<file path="config.mk">
export PLATFORM = sky130hd
export DESIGN_NAME = timed_event_trigger_table
export DESIGN_NICKNAME = d
export VERILOG_FILES = /design/src/rtl/core/tett_pkg.sv /design/src/rtl/core/timed_event_trigger_table.sv
export SDC_FILE = /design/constraint.sdc
export NUM_CORES = 1
export LEC_CHECK = 0
export ABC_AREA = 1
export BUFFER_PORTS_ARGS = -buffer_cell sky130_fd_sc_hd__buf_2
export CAP_MARGIN = 20
export CORE_MARGIN = 2
export CORE_UTILIZATION = 35
export CTS_BUF_LIST = sky130_fd_sc_hd__clkbuf_4
export DETAILED_ROUTE_END_ITERATION = 10
export PLACE_DENSITY_LB_ADDON = 0.1
export SETUP_SLACK_MARGIN = 0.5
export SYNTH_ARGS = -nofsm -noshare
export SYNTH_HDL_FRONTEND = slang
export SYNTH_SLANG_ARGS = --single-unit
</file>
<file path="constraint.sdc">
create_clock -name clk -period 4.1 [get_ports clk]
set_clock_uncertainty 0.1 [all_clocks]
set_input_delay 0.41 -clock clk [delete_from_list [all_inputs] [get_ports clk]]
set_output_delay 0.41 -clock clk [all_outputs]
set_load 0.005 [all_outputs]
</file>
<file path="src/rtl/core/tett_pkg.sv">
package tett_pkg;

    localparam int MAX_ENTRIES = 16;
    localparam int TIME_BITS   = 32;
    localparam int IDX_W       = $clog2(MAX_ENTRIES);
    localparam int CNT_W       = $clog2(MAX_ENTRIES + 1);

    localparam logic [2:0] ACT_TICK    = 3'd0;
    localparam logic [2:0] ACT_ADD     = 3'd1;
    localparam logic [2:0] ACT_NEXT    = 3'd2;
    localparam logic [2:0] ACT_RESTART = 3'd3;
    localparam logic [2:0] ACT_CLEAR   = 3'd4;

    typedef struct packed {
        logic [2:0]           action;
        logic [15:0]          delta_time;
        logic                 defeated;
        logic [TIME_BITS-1:0] entry_time;
        logic                 entry_enabled;
        logic [TIME_BITS-1:0] start_time;
    } tett_cmd_t;

    typedef struct packed {
        logic [3:0] entry_index;
        logic       fired;
        logic       last;
    } tett_result_t;

endpackage

</file>
<file path="src/rtl/core/timed_event_trigger_table.sv">
// Command-driven trigger table. A transaction is taken when start is high and busy is low;
// add, restart and clear finish in that cycle. A tick walks the N stored entries one per
// cycle through a single time comparator, and with auto-advance set and defeated high it
// then searches for the next eligible entry one entry per cycle; fire next uses only that
// search. The finish state flushes the final result. A result is held until the next
// entry fires or the transaction finishes, so at most one leaves per cycle on
// result_strobe; results cannot be held off, and the last one of a transaction carries
// last.
module timed_event_trigger_table
    import tett_pkg::*;
(
    input  logic         clk,
    input  logic         rst_n,
    input  logic         start,
    input  tett_cmd_t    cmd,
    output logic         busy,
    output logic         result_strobe,
    output tett_result_t result,
    input  logic         cfg_we,
    input  logic         cfg_wdata
);

    localparam logic [2:0] ST_IDLE   = 3'd0;
    localparam logic [2:0] ST_TICK   = 3'd1;
    localparam logic [2:0] ST_DECIDE = 3'd2;
    localparam logic [2:0] ST_SEARCH = 3'd3;
    localparam logic [2:0] ST_FINISH = 3'd4;

    logic [2:0]             state_reg;
    logic [CNT_W-1:0]       idx_reg;
    logic                   pass_reg;
    logic                   defeated_reg;
    logic                   auto_advance_reg;

    logic [TIME_BITS-1:0]   times_mem [MAX_ENTRIES];
    logic [MAX_ENTRIES-1:0] enable_bits_reg;
    logic [MAX_ENTRIES-1:0] fired_bits_reg;
    logic [CNT_W-1:0]       entry_count_reg;
    logic [TIME_BITS-1:0]   running_time_reg;
    logic                   last_valid_reg;
    logic [IDX_W-1:0]       last_index_reg;

    logic                   pend_valid_reg;
    logic [IDX_W-1:0]       pend_index_reg;
    logic                   pend_fired_reg;

    logic                   accept;
    logic [TIME_BITS:0]     time_sum;
    logic [IDX_W-1:0]       cur_idx;
    logic                   in_range;
    logic                   cur_eligible;
    logic                   time_reached;
    logic [MAX_ENTRIES-1:0] count_mask;
    logic                   any_eligible;
    logic [CNT_W-1:0]       search_start;
    logic                   fire_now;

    assign accept   = start && !busy;
    assign busy     = (state_reg != ST_IDLE);
    assign time_sum = {1'b0, running_time_reg} + {{(TIME_BITS + 1 - 16){1'b0}}, cmd.delta_time};

    assign cur_idx      = idx_reg[IDX_W-1:0];
    assign in_range     = (idx_reg < entry_count_reg);
    assign cur_eligible = enable_bits_reg[cur_idx] && !fired_bits_reg[cur_idx];
    // The one shared comparator of the tick scan.
    assign time_reached = (running_time_reg >= times_mem[cur_idx]);

    always_comb
    begin
        for (int i = 0; i < MAX_ENTRIES; i++)
        begin
            count_mask[i] = (CNT_W'(i) < entry_count_reg);
        end
    end

    assign any_eligible = |(enable_bits_reg & ~fired_bits_reg & count_mask);
    assign search_start = last_valid_reg ? (CNT_W'(last_index_reg) + CNT_W'(1)) : '0;

    assign fire_now = in_range && cur_eligible &&
                      ((state_reg == ST_TICK && time_reached) || state_reg == ST_SEARCH);

    always_ff @(posedge clk or negedge rst_n)
    begin
        if (!rst_n)
        begin
            auto_advance_reg <= 1'b0;
        end
        else if (cfg_we)
        begin
            auto_advance_reg <= cfg_wdata;
        end
    end

    // Entry payload needs no reset: entries at or past the count never affect a result.
    always_ff @(posedge clk)
    begin
        if (accept && cmd.action == ACT_ADD && entry_count_reg < CNT_W'(MAX_ENTRIES))
        begin
            times_mem[entry_count_reg[IDX_W-1:0]]       <= cmd.entry_time;
            enable_bits_reg[entry_count_reg[IDX_W-1:0]] <= cmd.entry_enabled;
        end
    end

    always_ff @(posedge clk or negedge rst_n)
    begin
        if (!rst_n)
        begin
            state_reg        <= ST_IDLE;
            idx_reg          <= '0;
            pass_reg         <= 1'b0;
            defeated_reg     <= 1'b0;
            fired_bits_reg   <= '0;
            entry_count_reg  <= '0;
            running_time_reg <= '0;
            last_valid_reg   <= 1'b0;
            last_index_reg   <= '0;
            pend_valid_reg   <= 1'b0;
            pend_index_reg   <= '0;
            pend_fired_reg   <= 1'b0;
            result_strobe    <= 1'b0;
            result           <= '0;
        end
        else
        begin
            result_strobe <= pend_valid_reg && (fire_now || state_reg == ST_FINISH);

            // A newly fired entry pushes the previous pending result out as not last.
            if (fire_now)
            begin
                fired_bits_reg[cur_idx] <= 1'b1;
                last_valid_reg          <= 1'b1;
                last_index_reg          <= cur_idx;
                pend_valid_reg          <= 1'b1;
                pend_index_reg          <= cur_idx;
                pend_fired_reg          <= 1'b1;
                if (pend_valid_reg)
                begin
                    result <= '{entry_index: pend_index_reg, fired: pend_fired_reg,
                                last: 1'b0};
                end
            end

            case (state_reg)
                ST_IDLE:
                begin
                    if (accept)
                    begin
                        defeated_reg <= cmd.defeated;
                        case (cmd.action)
                            ACT_TICK:
                            begin
                                running_time_reg <= time_sum[TIME_BITS] ?
                                                    {TIME_BITS{1'b1}} : time_sum[TIME_BITS-1:0];
                                idx_reg          <= '0;
                                state_reg        <= ST_TICK;
                            end
                            ACT_ADD:
                            begin
                                if (entry_count_reg < CNT_W'(MAX_ENTRIES))
                                begin
                                    fired_bits_reg[entry_count_reg[IDX_W-1:0]] <= 1'b0;
                                    entry_count_reg <= entry_count_reg + CNT_W'(1);
                                end
                            end
                            ACT_NEXT:
                            begin
                                idx_reg   <= search_start;
                                pass_reg  <= 1'b0;
                                state_reg <= ST_SEARCH;
                            end
                            ACT_RESTART:
                            begin
                                running_time_reg <= cmd.start_time;
                                fired_bits_reg   <= '0;
                                last_valid_reg   <= 1'b0;
                                last_index_reg   <= '0;
                            end
                            ACT_CLEAR:
                            begin
                                entry_count_reg  <= '0;
                                running_time_reg <= '0;
                                fired_bits_reg   <= '0;
                                last_valid_reg   <= 1'b0;
                                last_index_reg   <= '0;
                            end
                            default:
                            begin
                            end
                        endcase
                    end
                end
                ST_TICK:
                begin
                    if (in_range)
                    begin
                        idx_reg <= idx_reg + CNT_W'(1);
                    end
                    else
                    begin
                        state_reg <= ST_DECIDE;
                    end
                end
                ST_DECIDE:
                begin
                    if (auto_advance_reg && defeated_reg && any_eligible)
                    begin
                        idx_reg   <= search_start;
                        pass_reg  <= 1'b0;
                        state_reg <= ST_SEARCH;
                    end
                    else
                    begin
                        state_reg <= ST_FINISH;
                    end
                end
                ST_SEARCH:
                begin
                    if (fire_now)
                    begin
                        state_reg <= ST_FINISH;
                    end
                    else if (in_range)
                    begin
                        idx_reg <= idx_reg + CNT_W'(1);
                    end
                    else if (!pass_reg)
                    begin
                        idx_reg  <= '0;
                        pass_reg <= 1'b1;
                    end
                    else
                    begin
                        // Nothing eligible: only a fire-next transaction gets here.
                        pend_valid_reg <= 1'b1;
                        pend_index_reg <= '0;
                        pend_fired_reg <= 1'b0;
                        state_reg      <= ST_FINISH;
                    end
                end
                ST_FINISH:
                begin
                    if (pend_valid_reg)
                    begin
                        result         <= '{entry_index: pend_index_reg, fired: pend_fired_reg,
                                            last: 1'b1};
                        pend_valid_reg <= 1'b0;
                    end
                    state_reg <= ST_IDLE;
                end
                default:
                begin
                    state_reg <= ST_IDLE;
                end
            endcase
        end
    end

    a_last_then_gap: assert property (@(posedge clk) disable iff (!rst_n)
        result_strobe && result.last |=> !result_strobe)
        else $error("result followed the final result of a transaction too soon");

    a_idle_no_pending: assert property (@(posedge clk) disable iff (!rst_n)
        !busy |-> !pend_valid_reg)
        else $error("pending result left behind when idle");

    a_not_fired_is_last: assert property (@(posedge clk) disable iff (!rst_n)
        result_strobe && !result.fired |-> result.last)
        else $error("empty fire-next result not marked last");

    a_fired_within_count: assert property (@(posedge clk) disable iff (!rst_n)
        (fired_bits_reg & ~count_mask) == '0)
        else $error("fired bit set beyond the entry count");

endmodule

</file>
# Yosys cells after proc, flatten, opt, wreduce, memory -nomap -nowiden

Memory sizes are Yosys's and may differ from the RTL's.
Cells that the tools add are included.

Memories: 1
Bits in latches: 0
Bits in registers: 98
ROM bits: 0
Bits in writable memories: 512

Equal/unequal tests: 20
Bitwise operators: 6
Shifts and indexed selects: 0
$add $sub $neg: 4
$lt $le $gt $ge: 23
$mul: 0
Muxes and demuxes: 71
Reduce and logical (&&, ||, !) cells: 31
Divide/modulo/power cells: 0

Memories:

| memory    | depth | bits a word | rd ports | clocked after Yosys merged registers in | wr ports | line                            | RTL |
|---|---|---|---|---|---|---|---|
| times_mem | 16    | 32          | 1        | 0                                       | 1        | timed_event_trigger_table.sv:35 | `logic [TIME_BITS-1:0] times_mem [MAX_ENTRIES];` |

Operators by type and width:

| kind                                                       | count |
|---|---|
| one-hot mux 32 bit (3 select lines)                        | 1 |
| 2-to-1 mux 16 bit                                          | 4 |
| bitwise AND 16 bit                                         | 3 |
| less-than comparator 4 x 5 -> 1 bit (first input constant) | 8 |
| 2-to-1 mux 5 bit                                           | 8 |
| 2-to-1 mux 4 bit                                           | 9 |
| adder 32 x 16 -> 33 bit                                    | 1 |
| >= comparator 32 bit                                       | 1 |
| 2-to-1 mux 32 bit                                          | 1 |
| NOT 16 bit                                                 | 2 |
| one-hot mux 16 bit (2 select lines)                        | 1 |
| 2-to-1 mux 1 bit                                           | 25 |
| 2-to-1 mux 6 bit                                           | 4 |
| less-than comparator 3 x 5 -> 1 bit (first input constant) | 4 |
| one-hot mux 5 bit (2 select lines)                         | 2 |
| one-hot mux 5 bit (4 select lines)                         | 1 |
| 2-to-1 mux 3 bit                                           | 6 |
| bitwise mux 16 bit                                         | 1 |
| bitwise OR 16 bit                                          | 1 |
| OR reduction 16 bit                                        | 1 |
| == test 3 x 2 -> 1 bit (second input constant)             | 4 |
| logical AND 1 bit                                          | 12 |
| != test 2 bit (second input constant)                      | 6 |
| one-hot mux 3 bit (4 select lines)                         | 1 |
| other kinds (31)                                           | 48 |

# Depth between registers and ports, before layout

Word-level depth: 12
Depth in mapped cells: 28
Mapped depth without buffers: 23

# Least setup slack after synthesis

OpenSTA, ideal clock, no wires.

Path type: register -> register
From: register state_reg[1]
To: register enable_bits_reg[11], enable pin
Cell stages (with the launch flop): 12
Setup slack: 0.737 ns
Buffers on the path: 0
Setup time: 0.423 ns
Period minus slack after synthesis: 3.363 ns
Data arrival time: 2.840 ns
Path through: dfrtp_1 -> nor2_1 -> inv_1 -> nor2_2 -> inv_2 -> nor2_2 -> inv_2 -> nor2_4 -> inv_2 -> nor2_2 -> nand2_1 -> nor2_1

Longest elaborated chain between the ends: 5

RTL lines:

| element                         | line                             | RTL |
|---|---|---|
| start, declared                 | timed_event_trigger_table.sv:29  | `logic [2:0] state_reg;` |
| start signal, assigned          | timed_event_trigger_table.sv:108 | `state_reg <= ST_IDLE;` |
| start signal, assigned          | timed_event_trigger_table.sv:155 | `state_reg <= ST_TICK;` |
| start signal, assigned          | timed_event_trigger_table.sv:169 | `state_reg <= ST_SEARCH;` |
| nonzero test 3 bit              | timed_event_trigger_table.sv:59  | `assign busy = (state_reg != ST_IDLE);` |
| via busy                        | timed_event_trigger_table.sv:16  | `output logic busy,` |
| zero test 1 bit                 | timed_event_trigger_table.sv:58  | `assign accept = start && !busy;` |
| logical AND 1 bit               | timed_event_trigger_table.sv:58  |  |
| logical AND 1 bit (2 in series) | timed_event_trigger_table.sv:97  | `if (accept && cmd.action == ACT_ADD && entry_count_reg < CNT_W'(MAX_ENTRIES))` |
| end signal, assigned by index   | timed_event_trigger_table.sv:100 | `enable_bits_reg[entry_count_reg[IDX_W-1:0]] <= cmd.entry_enabled;` |
| end, declared                   | timed_event_trigger_table.sv:36  | `logic [MAX_ENTRIES-1:0] enable_bits_reg;` |

The timed path passes the listed nets, and every way through them passes these cells.
A chain may end at the register's enable or synchronous reset.

# Worst setup path in the final report

From: register idx_reg[1]
To: register fired_bits_reg[5]

Longest elaborated chain between the ends: 12
Elaborated cells between the ends (all ways): 25
Those cells by class: 4 x order compare; 11 x mux; 2 x bitwise; 7 x reduce/logical; 1 x memory

RTL lines:

| element                                                                      | line                             | RTL |
|---|---|---|
| start, declared                                                              | timed_event_trigger_table.sv:30  | `logic [CNT_W-1:0] idx_reg;` |
| start signal, assigned                                                       | timed_event_trigger_table.sv:167 | `idx_reg <= search_start;` |
| start signal, assigned                                                       | timed_event_trigger_table.sv:196 | `idx_reg <= idx_reg + CNT_W'(1);` |
| start signal, assigned                                                       | timed_event_trigger_table.sv:207 | `idx_reg <= search_start;` |
| parallel branches: the longest is 6 deep, another holds memory (16 x 32 bit) | n/a                              |  |
| 2-to-1 mux 16 bit (*)                                                        | timed_event_trigger_table.sv:128 | `if (fire_now)` |
| bitwise AND 16 bit (no source line)                                          | n/a                              |  |
| 2-to-1 mux 16 bit                                                            | timed_event_trigger_table.sv:159 | `if (entry_count_reg < CNT_W'(MAX_ENTRIES))` |
| one-hot mux 16 bit (2 select lines)                                          | timed_event_trigger_table.sv:149 | `case (cmd.action)` |
| 2-to-1 mux 16 bit                                                            | timed_event_trigger_table.sv:146 | `if (accept)` |
| 2-to-1 mux 16 bit (*)                                                        | timed_event_trigger_table.sv:143 | `case (state_reg)` |
| end signal, assigned by index                                                | timed_event_trigger_table.sv:161 | `fired_bits_reg[entry_count_reg[IDX_W-1:0]] <= 1'b0;` |
| end signal, assigned                                                         | timed_event_trigger_table.sv:174 | `fired_bits_reg <= '0;` |
| end signal, assigned                                                         | timed_event_trigger_table.sv:182 | `fired_bits_reg <= '0;` |
| end, declared                                                                | timed_event_trigger_table.sv:37  | `logic [MAX_ENTRIES-1:0] fired_bits_reg;` |

Mark *: on every way between the ends. The select of a mux whose other input is x is not followed.

==> flow_metrics.tcl <==
set metrics [dict create \
    finalSetupViolCount 0 \
    start_kind "flip-flop" \
    placed_area_um2 29700 \
    first_pass_iters 6 \
    cp-end-kind "flip-flop" \
    route.antenna.remaining_nets 0 \
    vias 21196 \
    grt_pass1_wl_um 134000 \
    slew_headroom 0.478 \
    synthesis.instances 2452 \
    track_usage 0.231 \
    cts_tree "done" \
    clockBufferDepth 3 \
    synth_ff_type "edfxtp_1" \
    slew_violations 0 \
    synthXorXnorAreaFrac 0.00420 \
    ir_worst_vdd_mv 0.245 \
    fin_crit_ns 3.64 \
    drc 0 \
    path_max_fanout 19 \
    die_h_um 282 \
    synth_edf_count 528 \
    worst_ep_required_time_ns 4.90 \
    ys_seq_area_frac 0.660 \
    cpMaxStageDelayCell "dfrtp_4" \
    critPathBufInv 7 \
    cts_buffers 166 \
    slowest_delay_ns 0.58 \
    synthArstFlopShare 0.134 \
    crit_family "buffers and inverters" \
    antenna_found_initial 8 \
    ys_warn_count 0 \
    drt-initial-drc-count 1691 \
    rows 102 \
    htreeDepth 4 \
    synth_top_family_by_area "compound AO/OA/AOI/OAI gates" \
    leakage_nw 13.3 \
    grt-ovfl-total 0 \
    synth_top_area_cell "edfxtp_1" \
    place_congestion 0.874 \
    vias_per_cell 5.26 \
    crit_type "flip-flop to flip-flop" \
    grt_max_degree 46 \
    synth_mux_area_frac 0.000415 \
    drive_above_1_share 0.225 \
    synth-seq-cells 610 \
    worst_pin_slew_ns 0.782 \
    drt-total-wl_um 91900 \
    synth_adder_area_share 0.0289 \
    crit_chain "buf_4 -> buf_16 -> o21ai_1 -> o22ai_1 -> a22o_1 -> a221oi_2 -> buf_4 -> ha_4 -> nand2_1 -> inv_1 -> nor2_1 -> o21ai_1 -> a21oi_1 -> buf_4 -> nand2_1 -> nand2_2 -> nand3_4 -> buf_6 -> nand2_8 -> nand2_8 -> buf_12 -> a21oi_2 -> nor2_1" \
    port_buffers 97 \
    crit_top_cell "buf_4" \
    p_per_area_nw_per_um2 680 \
    status "completed" \
    fmax_mhz 275 \
    synth_compound_area_frac 0.136 \
    crit_arrival_ns 4.44 \
    fin_util 0.451 \
    final_area_um2 34800 \
    rsz0062_at_grt "true" \
    synthSimpleGateAreaFrac 0.130 \
    ios 98 \
    cts.sinks 610 \
    power_mw 23.6 \
    synth_top_cells_by_area "edfxtp_1, dfrtp_1, o21ai_0, nor2_1, nand2_1" \
    largest_reg_flops 512 \
    min_path_type "input port to flip-flop" \
    synth_most_common_cell "edfxtp_1" \
    yosysUniqueCellTypes 48 \
    syn-num-nets 2604 \
    core-area_um2 77100 \
    clkTransAtPathRegs_ns 0.07 \
    grt_pass1_vias 20838 \
    hold_viol_final 0 \
    syn_to_final_growth_pct 28.1 \
    synthTopCellsByCount "edfxtp_1, nor2_1, nand2_1, o21ai_0, inv_1" \
    start_util 0.352 \
    clockRootBuffer "clkbuf_4" \
    syn-cell-area_um2 27100 \
    dieWidth_um 282 \
    die_area_um2 79800 \
    clk_latency_ns 1.03 \
    r2r_setup_slack_ns 0.46 \
    synth_top_area_frac 0.584 \
    dpl.hpwl_um 51800 \
    routedWlPerCell_um 22.8 \
    syn_avg_cell_area_um2 11.1 \
    max-cap-violations 0 \
    layout.nets 3027 \
    fin_crit_sh 0.888 \
]
-- per-layer routing --
layer	vias to the layer above	track usage	wire [µm]
li1	9816	-	-
met5	-	0	27
met1	10497	0.312	41100
met2	710	0.366	42400
met3	169	0.0490	5920
met4	4	0.0863	2400
-- cell type report --
| cell class | instances | area [µm²] |
|---|---|---|
| clock buffer | 235 | 1760 |
| antenna | 5 | 12.5 |
| fill | 7340 | 42300 |
| timing repair inverter | 4 | 35.0 |
| timing repair buffer | 377 | 3890 |
| tap | 1040 | 1300 |
| clock inverter | 44 | 258 |
| sequential | 610 | 17900 |
| inverter | 143 | 569 |
| multi-input combinational | 1573 | 9020 |
-- timing repair --
item	4_1_cts	5_1_grt
pin swaps	41	31
buffers inserted	23	7
hold buffers	127	0
resized for setup	150	97
endpoints found under the setup margin	34	45
hold endpoints to repair	646	0
gates cloned	19	2
-- worst paths after layout --
kind / depth (start not counted) / endpoint / from
max reg2reg: 23 / fired_bits_reg[5] / idx_reg[1]
min reg2reg: 2 / flip-flop / flip-flop
min in group asynchronous: 3 / running_time_reg[9] / rst_n
max: 23 / fired_bits_reg[5] / idx_reg[1]
min: 9 / running_time_reg[17] / cmd[81]
max in group asynchronous: 4 / result[5] / rst_n
-- logic make-up after synthesis --
kind of cell,after synthesis
xor gates and xnor gates,13
DFF,610
AOI/OAI and AO/OA,646
muxes,1
buffers and inverters,269
adders and majority gates,62
and+or+nand+nor,851
-- report_power, final --
part	switching (mW)	internal (mW)
clock network	2.60	2.71
logic	6.18	4.45
registers	0.567	7.13
-- stage by stage --
stage | hold WS, ns | worst slack [ns] | cells | setup TNS (ns)
after floorplan | 0.0144 | 0.737 | 2452 | 0
after global placement | 0.371 | -0.280 | 3569 | -6.25
after detailed placement | 0.368 | -0.192 | 3569 | -4.06
after CTS | 0.0509 | 0.500 | 4017 | 0
after global routing | 0.116 | 0.254 | 4031 | 0
final | 0.151 | 0.458 | 4031 | 0
-- worst register-to-register path, delay by kind of cell, from the launching register on --
kind	cells	cell delay (ns)
buf+inv	7	1.07
compound gates	7	0.99
flops	1	0.58
simple gates	8	0.58
fa+ha+maj	1	0.21
-- cells in the final DEF, fill, tap and decap left out, drive strengths merged, types with 4 or more instances in the layout --
cell / n
a21o: 4
a21oi: 123
a221oi: 32
a22o: 32
a22oi: 7
buf: 242
bufbuf: 8
clkbuf: 236
clkinv: 35
clkinvlp: 4
dfrtp: 82
diode: 5
dlygate4sd3: 126
edfxtp: 528
ha: 61
inv: 151
nand2: 317
nand3: 99
nand3b: 6
nand4: 22
nor2: 386
nor3: 16
o21ai: 311
o22ai: 129
xor2: 11
Note: power is estimated with default switching activity, not from simulation.
